## config.mk

```make
export PLATFORM = sky130hd
export DESIGN_NAME = two_bit_weight_dequantizer_flat
export DESIGN_NICKNAME = d
export VERILOG_FILES = /design/src/rtl/tbwd_pkg.sv /design/src/rtl/tbwd_byte_if.sv /design/src/rtl/tbwd_weight_if.sv /design/src/rtl/two_bit_weight_dequantizer.sv /design/src/rtl/tbwd_lane_mul.sv /design/src/rtl/tbwd_lane_round.sv /design/src/flat_wrapper.sv
export VERILOG_INCLUDE_DIRS = /design/src /design/src/rtl
export SDC_FILE = /design/constraint.sdc
export NUM_CORES = 2
export LEC_CHECK = 0
export ABC_AREA = 1
export BUFFER_PORTS_ARGS = -buffer_cell sky130_fd_sc_hd__buf_4
export CORE_ASPECT_RATIO = 1.5
export CORE_MARGIN = 2
export CORE_UTILIZATION = 50
export CTS_BUF_LIST = sky130_fd_sc_hd__clkbuf_4
export DETAILED_ROUTE_END_ITERATION = 12
export PLACE_DENSITY = 0.78
export SLEW_MARGIN = 20
export SYNTH_ARGS = -nofsm -noshare
export SYNTH_HDL_FRONTEND = slang
export SYNTH_SLANG_ARGS = --single-unit
export TNS_END_PERCENT = 30
```

## constraint.sdc

```tcl
create_clock -name clk -period 27.1 [get_ports clk]
set_clock_uncertainty 0.15 [all_clocks]
set_input_delay 5.42 -clock clk [delete_from_list [all_inputs] [get_ports clk]]
set_output_delay 5.42 -clock clk [all_outputs]
set_load 0.05 [all_outputs]
```

## src/rtl/two_bit_weight_dequantizer_defines.svh

```systemverilog
// Assertion macros for the two-bit weight dequantizer.
`ifndef TWO_BIT_WEIGHT_DEQUANTIZER_DEFINES_SVH
`define TWO_BIT_WEIGHT_DEQUANTIZER_DEFINES_SVH
// Implication checked on every clock edge outside reset.
`define TBWD_ASSERT_IMP(label, clk, rst_n, ante, cons) \
    label: assert property (@(posedge clk) disable iff (!rst_n) (ante) |-> (cons)) \
        else $error("assertion failed");
// Implication whose consequent is checked in the cycle after the antecedent.
`define TBWD_ASSERT_NEXT(label, clk, rst_n, ante, cons) \
    label: assert property (@(posedge clk) disable iff (!rst_n) (ante) |=> (cons)) \
        else $error("assertion failed");
`endif

```

## src/rtl/tbwd_pkg.sv

```systemverilog
// Shared constants, types and functions of the two-bit weight dequantizer.
package tbwd_pkg;
    localparam int BlockWeights = 256;
    localparam int ScaleBytes = 4;
    localparam int PackedBytes = BlockWeights / 4;
    localparam int PosW = $clog2(ScaleBytes + PackedBytes + 1);
    localparam logic [PosW-1:0] LastPos = PosW'(ScaleBytes + PackedBytes - 1);
    localparam logic [PosW-1:0] FirstCodePos = PosW'(ScaleBytes);
    localparam logic [31:0] SignBit = 32'h8000_0000;
    localparam logic [31:0] QuietBit = 32'h0040_0000;
    localparam logic [31:0] OneBits = 32'h3F80_0000;
    // 0.33333333f = 0x3EAAAAAB: significand 0xAAAAAB, exponent -2
    localparam logic [23:0] ThirdMant = 24'hAAAAAB;
    localparam logic [1:0] CodeNegOne = 2'd0;
    localparam logic [1:0] CodeNegThird = 2'd1;
    localparam logic [1:0] CodePosThird = 2'd2;
    localparam logic [1:0] CodePosOne = 2'd3;

    typedef struct packed {
        logic [7:0] codes;
        logic [31:0] scale;
        logic [7:0] index;
        logic last;
    } item_t;

    // Stage-1 product of one lane, before normalization and rounding.
    typedef struct packed {
        logic [1:0] code;
        logic [31:0] scale;
        logic [47:0] prod;
        logic signed [10:0] exp;
    } prod_t;
endpackage

```

## src/rtl/tbwd_byte_if.sv

```systemverilog
// Byte input channel.
interface tbwd_byte_if;
    logic valid;
    logic ready;
    logic [7:0] byte_in;
    modport source (output valid, output byte_in, input ready);
    modport sink (input valid, input byte_in, output ready);
endinterface

```

## src/rtl/tbwd_weight_if.sv

```systemverilog
// Weight result channel.
interface tbwd_weight_if;
    logic valid;
    logic ready;
    logic [31:0] lane0_value;
    logic [31:0] lane1_value;
    logic [31:0] lane2_value;
    logic [31:0] lane3_value;
    logic [7:0] first_weight_index;
    logic block_end;
    modport source (output valid, output lane0_value, output lane1_value,
                    output lane2_value, output lane3_value,
                    output first_weight_index, output block_end, input ready);
    modport sink (input valid, input lane0_value, input lane1_value,
                  input lane2_value, input lane3_value,
                  input first_weight_index, input block_end, output ready);
endinterface

```

## src/rtl/two_bit_weight_dequantizer.sv

```systemverilog
// Code word path: it1_reg, p2_reg, lanes3_reg; scale words give no result.
// Throughput: one word per cycle unless stalled; four lanes with two-stage multiply/round.
// Output register and skid-free stall: the whole pipe advances when the result slot frees.
// Reset: asynchronous, active low; clears byte position, scale and valid bits.
`include "two_bit_weight_dequantizer_defines.svh"
module two_bit_weight_dequantizer (
    input  logic clk,
    input  logic rst_n,
    tbwd_byte_if.sink in_ch,
    tbwd_weight_if.source out_ch
);
    logic [tbwd_pkg::PosW-1:0] pos_reg, pos_next;
    logic [31:0] scale_reg, scale_next;
    logic v1_reg, v2_reg, v3_reg;
    tbwd_pkg::item_t it1_reg;
    tbwd_pkg::prod_t p2_reg [4];
    logic [7:0] idx2_reg;
    logic last2_reg;
    logic [31:0] lanes3_reg [4];
    logic [7:0] idx3_reg;
    logic last3_reg;
    logic adv;
    logic acc;
    tbwd_pkg::prod_t pm [4];
    logic [31:0] rv [4];
    logic [31:0] asm_scale;

    assign adv = !v3_reg || out_ch.ready;
    assign in_ch.ready = adv;
    assign acc = in_ch.valid && adv;

    always_comb
    begin
        pos_next = pos_reg;
        scale_next = scale_reg;
        asm_scale = scale_reg;
        case (pos_reg)
            tbwd_pkg::PosW'(0): asm_scale[7:0] = in_ch.byte_in;
            tbwd_pkg::PosW'(1): asm_scale[15:8] = in_ch.byte_in;
            tbwd_pkg::PosW'(2): asm_scale[23:16] = in_ch.byte_in;
            tbwd_pkg::PosW'(3): asm_scale[31:24] = in_ch.byte_in;
            default: asm_scale = scale_reg;
        endcase
        if (acc)
        begin
            if (pos_reg < tbwd_pkg::FirstCodePos)
            begin
                scale_next = asm_scale;
                if (pos_reg == tbwd_pkg::FirstCodePos - 1'b1 && asm_scale[30:0] == 31'd0)
                begin
                    scale_next = tbwd_pkg::OneBits;
                end
            end
            pos_next = (pos_reg == tbwd_pkg::LastPos) ? '0 : pos_reg + 1'b1;
        end
    end

    always_ff @(posedge clk or negedge rst_n)
    begin
        if (!rst_n)
        begin
            pos_reg <= '0;
            scale_reg <= '0;
            v1_reg <= 1'b0;
            v2_reg <= 1'b0;
            v3_reg <= 1'b0;
        end
        else
        begin
            pos_reg <= pos_next;
            scale_reg <= scale_next;
            if (adv)
            begin
                v1_reg <= acc && (pos_reg >= tbwd_pkg::FirstCodePos);
                v2_reg <= v1_reg;
                v3_reg <= v2_reg;
            end
        end
    end

    always_ff @(posedge clk)
    begin
        if (adv)
        begin
            it1_reg.codes <= in_ch.byte_in;
            it1_reg.scale <= scale_reg;
            it1_reg.index <= 8'({pos_reg - tbwd_pkg::FirstCodePos, 2'b00});
            it1_reg.last <= (pos_reg == tbwd_pkg::LastPos);
            p2_reg <= pm;
            idx2_reg <= it1_reg.index;
            last2_reg <= it1_reg.last;
            lanes3_reg <= rv;
            idx3_reg <= idx2_reg;
            last3_reg <= last2_reg;
        end
    end

    for (genvar l = 0; l < 4; l++)
    begin : g_lane
        tbwd_lane_mul u_mul (
            .code(it1_reg.codes[2*l +: 2]),
            .scale(it1_reg.scale),
            .prod(pm[l])
        );
        tbwd_lane_round u_rnd (
            .prod(p2_reg[l]),
            .value(rv[l])
        );
    end

    assign out_ch.valid = v3_reg;
    assign out_ch.lane0_value = lanes3_reg[0];
    assign out_ch.lane1_value = lanes3_reg[1];
    assign out_ch.lane2_value = lanes3_reg[2];
    assign out_ch.lane3_value = lanes3_reg[3];
    assign out_ch.first_weight_index = idx3_reg;
    assign out_ch.block_end = last3_reg;

    `TBWD_ASSERT_NEXT(a_pos_wrap, clk, rst_n, acc && pos_reg == tbwd_pkg::LastPos, pos_reg == '0)
    `TBWD_ASSERT_NEXT(a_scale_nonzero, clk, rst_n, acc && pos_reg == tbwd_pkg::FirstCodePos - 1'b1, scale_reg[30:0] != 31'd0)
    `TBWD_ASSERT_NEXT(a_stall_hold, clk, rst_n, v3_reg && !out_ch.ready, v3_reg && $stable(idx3_reg))
    `TBWD_ASSERT_IMP(a_idx_aligned, clk, rst_n, v3_reg, idx3_reg[1:0] == 2'b00)
endmodule

```

## src/rtl/tbwd_lane_mul.sv

```systemverilog
// One lane: multiplier stage for scale times one third; the code is passed on.
module tbwd_lane_mul (
    input  logic [1:0] code,
    input  logic [31:0] scale,
    output tbwd_pkg::prod_t prod
);
    logic [7:0] e;
    logic [23:0] m;
    always_comb
    begin
        e = scale[30:23];
        m = (e == 8'd0) ? {1'b0, scale[22:0]} : {1'b1, scale[22:0]};
        prod.code = code;
        prod.scale = scale;
        prod.prod = m * tbwd_pkg::ThirdMant;
        // value = prod * 2^(exp-175); real exponent of a normal scale is e-127, third is -2-23
        prod.exp = (e == 8'd0) ? 11'sd1 : $signed({3'b000, e});
    end
endmodule

```

## src/rtl/tbwd_lane_round.sv

```systemverilog
// One lane: normalize, round to nearest even, and handle special codes.
module tbwd_lane_round (
    input  tbwd_pkg::prod_t prod,
    output logic [31:0] value
);
    logic sign;
    logic [5:0] lz;
    logic [47:0] norm;
    logic signed [11:0] ex;
    logic [5:0] rsh;
    logic [48:0] shv;
    logic sticky;
    logic [24:0] mr;
    logic [23:0] keep;
    logic g;
    logic [8:0] eout;
    logic [31:0] mulv;
    logic nan;
    integer i;

    always_comb
    begin
        sign = prod.scale[31] ^ (prod.code == tbwd_pkg::CodeNegThird);
        lz = 6'd0;
        for (i = 0; i < 48; i++)
        begin
            if (prod.prod[i])
            begin
                lz = 6'(47 - i);
            end
        end
        norm = prod.prod << lz;
        // biased exponent of norm[47] as leading bit: exp - 1 - lz (third = 2^-2 * 1.333 ... ~ 2^-1 mantissa form)
        ex = 12'(prod.exp) - 12'sd1 - $signed({6'd0, lz});
        if (ex >= 12'sd1)
        begin
            rsh = 6'd0;
        end
        else if (ex < -12'sd30)
        begin
            rsh = 6'd31;
        end
        else
        begin
            rsh = 6'(12'sd1 - ex);
        end
        shv = {norm, 1'b0} >> rsh;
        sticky = |(({norm, 1'b0}) & ~({49{1'b1}} << rsh)) | (|shv[22:0]);
        keep = shv[48:25];
        g = shv[24];
        sticky = sticky | (|shv[23:0] & ~shv[24]) | (|shv[23:0]);
        sticky = (|({norm, 1'b0} & ~({49{1'b1}} << rsh))) | (|shv[23:0]);
        mr = {1'b0, keep} + 25'(g & (sticky | keep[0]));
        if (rsh != 6'd0)
        begin
            eout = {8'd0, mr[23]};
        end
        else
        begin
            eout = 9'(ex[8:0]) + 9'(mr[24]);
        end
        if (mr[24])
        begin
            mulv = {sign, eout[7:0], mr[23:1]};
        end
        else
        begin
            mulv = {sign, eout[7:0], mr[22:0]};
        end
        if (prod.prod == 48'd0)
        begin
            mulv = {sign, 31'd0};
        end
        if (prod.scale[30:23] == 8'hFF)
        begin
            mulv = {sign, 8'hFF, 23'd0};
        end
        nan = (prod.scale[30:23] == 8'hFF) && (prod.scale[22:0] != 23'd0);
        if (nan)
        begin
            mulv = {sign, prod.scale[30:0] | tbwd_pkg::QuietBit[30:0]};
        end
        case (prod.code)
            tbwd_pkg::CodeNegOne: value = prod.scale ^ tbwd_pkg::SignBit;
            tbwd_pkg::CodePosOne: value = prod.scale;
            default: value = mulv;
        endcase
    end
endmodule

```

## src/flat_wrapper.sv

```systemverilog
// flat-port wrapper written by rule: the top's interface ports become plain ports
module two_bit_weight_dequantizer_flat 
  (clk, rst_n, in_ch_valid, in_ch_byte_in, in_ch_ready, out_ch_valid, out_ch_lane0_value, out_ch_lane1_value, out_ch_lane2_value, out_ch_lane3_value, out_ch_first_weight_index, out_ch_block_end, out_ch_ready);
  tbwd_byte_if in_ch_i ();
  tbwd_weight_if out_ch_i ();
  input  logic clk;
  input  logic rst_n;
  input wire logic [$bits(in_ch_i.valid)-1:0] in_ch_valid;
  input wire logic [$bits(in_ch_i.byte_in)-1:0] in_ch_byte_in;
  output wire logic [$bits(in_ch_i.ready)-1:0] in_ch_ready;
  output wire logic [$bits(out_ch_i.valid)-1:0] out_ch_valid;
  output wire logic [$bits(out_ch_i.lane0_value)-1:0] out_ch_lane0_value;
  output wire logic [$bits(out_ch_i.lane1_value)-1:0] out_ch_lane1_value;
  output wire logic [$bits(out_ch_i.lane2_value)-1:0] out_ch_lane2_value;
  output wire logic [$bits(out_ch_i.lane3_value)-1:0] out_ch_lane3_value;
  output wire logic [$bits(out_ch_i.first_weight_index)-1:0] out_ch_first_weight_index;
  output wire logic [$bits(out_ch_i.block_end)-1:0] out_ch_block_end;
  input wire logic [$bits(out_ch_i.ready)-1:0] out_ch_ready;
  assign in_ch_i.valid = in_ch_valid;
  assign in_ch_i.byte_in = in_ch_byte_in;
  assign in_ch_ready = in_ch_i.ready;
  assign out_ch_valid = out_ch_i.valid;
  assign out_ch_lane0_value = out_ch_i.lane0_value;
  assign out_ch_lane1_value = out_ch_i.lane1_value;
  assign out_ch_lane2_value = out_ch_i.lane2_value;
  assign out_ch_lane3_value = out_ch_i.lane3_value;
  assign out_ch_first_weight_index = out_ch_i.first_weight_index;
  assign out_ch_block_end = out_ch_i.block_end;
  assign out_ch_i.ready = out_ch_ready;
  two_bit_weight_dequantizer u_core (.clk(clk), .rst_n(rst_n), .in_ch(in_ch_i), .out_ch(out_ch_i));
endmodule
```

==> metrics.md <==
| Metric | Value |
|---|---|
| Outcome | completed |
| Finished Core Util | 54.5% |
| Max Cap Viol | 0 |
| RSZ-0062 raised after global routing | false |
| Area contributors post-synth | edfxtp_1 (27%), fa_1 (14%), ha_1 (11%), nand3_1 (11%), nand2_1 (10%) |
| Layout cell share with drive strength beyond 1 | ~9% |
| H-tree levels | 3 |
| Routed Wire Length | 97.7 mm |
| Top cells by count, synth | nand2_1 (847), nand3_1 (666), inv_1 (578), ha_1 (289), edfxtp_1 (284) |
| Final WS setup | around 15 ns |
| CTS tree | yes |
| Initial Util | 50.3% |
| Clock Sinks | ~330 |
| Mapped Cells | a little under 4000 |
| Reg-to-reg critical path endpoint | u_core.out_ch.lane2_value[29]$_DFFE_PN_ |
| Setup TNS | 0 ns |
| R2R setup slack | 15.47 ns |
| Post-synthesis xor/xnor area fraction | 2.15% |
| Number of cells on the worst hold path | 0 |
| Adder-cell share of the synthesized area | 25.4% |
| Drc violations | 0 |
| Routed Antenna Nets | 0 |
| Slowest CP cell | nor2_1 |
| Post-DP HPWL | 75.6 mm |
| Hold path start | u_core.it1_reg[44]$_DFFE_PN_ |
| Hold Crit Class | flop to flop |
| Tot GR Track Use | ~30% |
| Worst r2r src | u_core.p2_reg[11]$_DFFE_PN_ |
| Rel. slew slack | 23.8% |
| Die ar. | 65500 um2 |
| Most numerous cell in the Yosys netlist | nand2_1 |
| CP Data Required Time | about 22 ns |
| Startpoint types | input port |
| I/O pins | 151 |
| Area Growth Syn to Fin | 8.38% |
| Initial antenna violation count | 3 |
| Routed len/inst | a little over 20 um |
| CP Max Fanout | 122 |
| FP Rows | around 110 |
| CTS Buffer Depth | 3 |
| Die Y-Extent | 312 um |
| Final period util | 45.1% |
| Vias per cell | between 5 and 6 |
| Cells on worst reg2reg path | 91 |
| Worst min-delay path endpoint | u_core.p2_reg[278]$_DFFE_PN_ |
| Multi-input gate area in the final layout | 19300 um2 |
| Fraction of registers with async set/reset | 12.9% |
| Pre-Repair DR Iteration Count | 8 |
| Die W | 210 um |
| CTS Buf Count | 76 |
| Post-synth top area share | 26.9% |
| Fmax | 81.9 MHz |
| Clock Latency Late Sink | 0.83 ns |
| YS warnings | 0 |
| Placer Congestion | 1.03 |
| Worst path arrival time | 6.64 ns |
| Least-Margin Pin Slew | 1.14 ns |
| Detailed Route Iter0 Violations | 2628 |
| Number of hold buffers added after cts | 0 |
| Cell Count, Final, Fillers Out | 4855 |
| Post-synthesis cell area | between 30000 and 40000 um2 |
| Simple-gate share of the synthesized area | ~26% |
| Final setup vio count | 0 |
| Syn_area_per_cell | around 8 um2 |
| Critical path, cell by cell | buf_4 > nor2_1 > inv_8 > buf_4 |
| Slew Viols, Final | 0 |
| First-pass GRT wire length | 152 mm |
| WS Path Type | input port to output pin |
| Clock Pin Slew Worst Setup and Hold Paths | 0.07 ns |
| Synth Flop Type | edfxtp_1 |
| Via count | 28200 |
| Main combinational cell family by area after synthesis | simple AND/OR/NAND/NOR gates |
| Max FFs per register | 95 |
| Number of synthesized register bits | 326 |
| Post-synth EDFFs | 284 |
| Cell repeated most along the worst path | buf_4 |
| Overflow after GRT | 0 |
| Min Tclk post-route | around 12 ns |
| Dpl ws | 14.88 ns |
| Register area | 9580 um2 |
| Nets | roughly 4500 |
| Post-CTS Setup Bufs | 0 |
| Input/output buffers | approximately 150 |
| Crit-path max cell delay | 0.39 ns |
| Vias in the first global route | ~28000 |
| Mux contribution to synthesized area | less than 1% |
| Core Box Area | between 60000 and 70000 um2 |
| Pin count of the biggest net entering global routing | 123 |
| CP Capture Type | output pin |
| Distinct cell type count of the synthesized netlist | 60 |
| Area leader, netlist | edfxtp_1 |
| Final hold viol count | 0 |
| CTS resizes | 0 |
| Fillers | 5785 |
| Synth Area in Compound Gates | 6.67% |
| Post-synthesis sequential area ratio | 30.2% |
| Placed insts | roughly 4700 |
| Clock Tree Root | clkbuf_4 |
-- worst max path at each step --
| stage | start | endpoint | cells after the start |
|---|---|---|---|
| after detailed placement | out_ch_ready | in_ch_ready | 4 |
| final | out_ch_ready | in_ch_ready | 4 |
| after global placement | out_ch_ready | in_ch_ready | 4 |
| after global routing | u_core.p2_reg[11]$_DFFE_PN_ | u_core.out_ch.lane1_value[29]$_DFFE_PN_ | 88 |
| after CTS | out_ch_ready | in_ch_ready | 4 |
| after floorplan | out_ch_ready | in_ch_ready | 2 |
-- logic make-up (layout without fill, tap and decap cells) --
group                      count (synthesis)  in the layout
adders and majority gates                511            511
other                                      1              4
xor gates and xnor gates                  78             78
DFF                                      326            326
buffers and inverters                    755            906
muxes                                     15             15
AOI/OAI and AO/OA                        376            376
and+or+nand+nor                         1834           1834
-- layout make-up --
class / count / share of cell area [%]
clock buffers: 101 / 2.21
flip-flops and latches: 326 / 27.9
diodes: 2 / 0.0146
clock inverters: 36 / 0.543
inverters: 590 / 6.47
repair buffers: 179 / 3.91
well taps: 805 / 2.93
multi-input cells: 2816 / 56.0
-- layer usage --
| metal | global-route usage (%) | vias up | wire length, um |
|---|---|---|---|
| met5 | 0 | - | 8 |
| met4 | 18.7 | 2 | 6850 |
| met3 | 4.23 | 401 | 6800 |
| met2 | 52.7 | 1335 | 49200 |
| met1 | 33.9 | 13200 | 34800 |
| li1 | - | 13200 | - |
-- through the flow --
stage | instance area [um2] | hold WS, ns
2_1_floorplan | 31700 | 0.250
3_3_place_gp | 33400 | 0.252
3_5_place_dp | 33400 | 0.255
4_1_cts | 34400 | 0.244
5_1_grt | 34400 | 0.239
6_report | 34400 | 0.262
-- critical path, delay by kind of cell --
kind / cells / cell delay, ns
buffers and inverters: 3 / 0.79
AND/OR/NAND/NOR: 1 / 0.39
-- layout by cell type (no fill, tap or decap), types with 15 or more instances in the layout --
| cell type | Yosys | layout |
|---|---|---|
| a31oi_1 | 48 | 47 |
| inv_1 | 578 | 574 |
| nand3_1 | 666 | 666 |
| xnor2_1 | 30 | 30 |
| mux2i_1 | 15 | 15 |
| clkbuf_4 | 0 | 101 |
| buf_4 | 3 | 179 |
| o21ai_0 | 146 | 146 |
| edfxtp_1 | 284 | 284 |
| clkinv_1 | 6 | 31 |
| ha_1 | 289 | 289 |
| xor2_1 | 48 | 48 |
| dfrtp_1 | 42 | 42 |
| nand4_1 | 68 | 68 |
| a21oi_1 | 114 | 109 |
| nor2_1 | 167 | 167 |
| fa_1 | 222 | 222 |
| nand2_1 | 847 | 847 |
| nor3_1 | 17 | 17 |
Power is not shown: default switching activity piles up to over one toggle a cycle in this logic, so the estimate is an artifact.
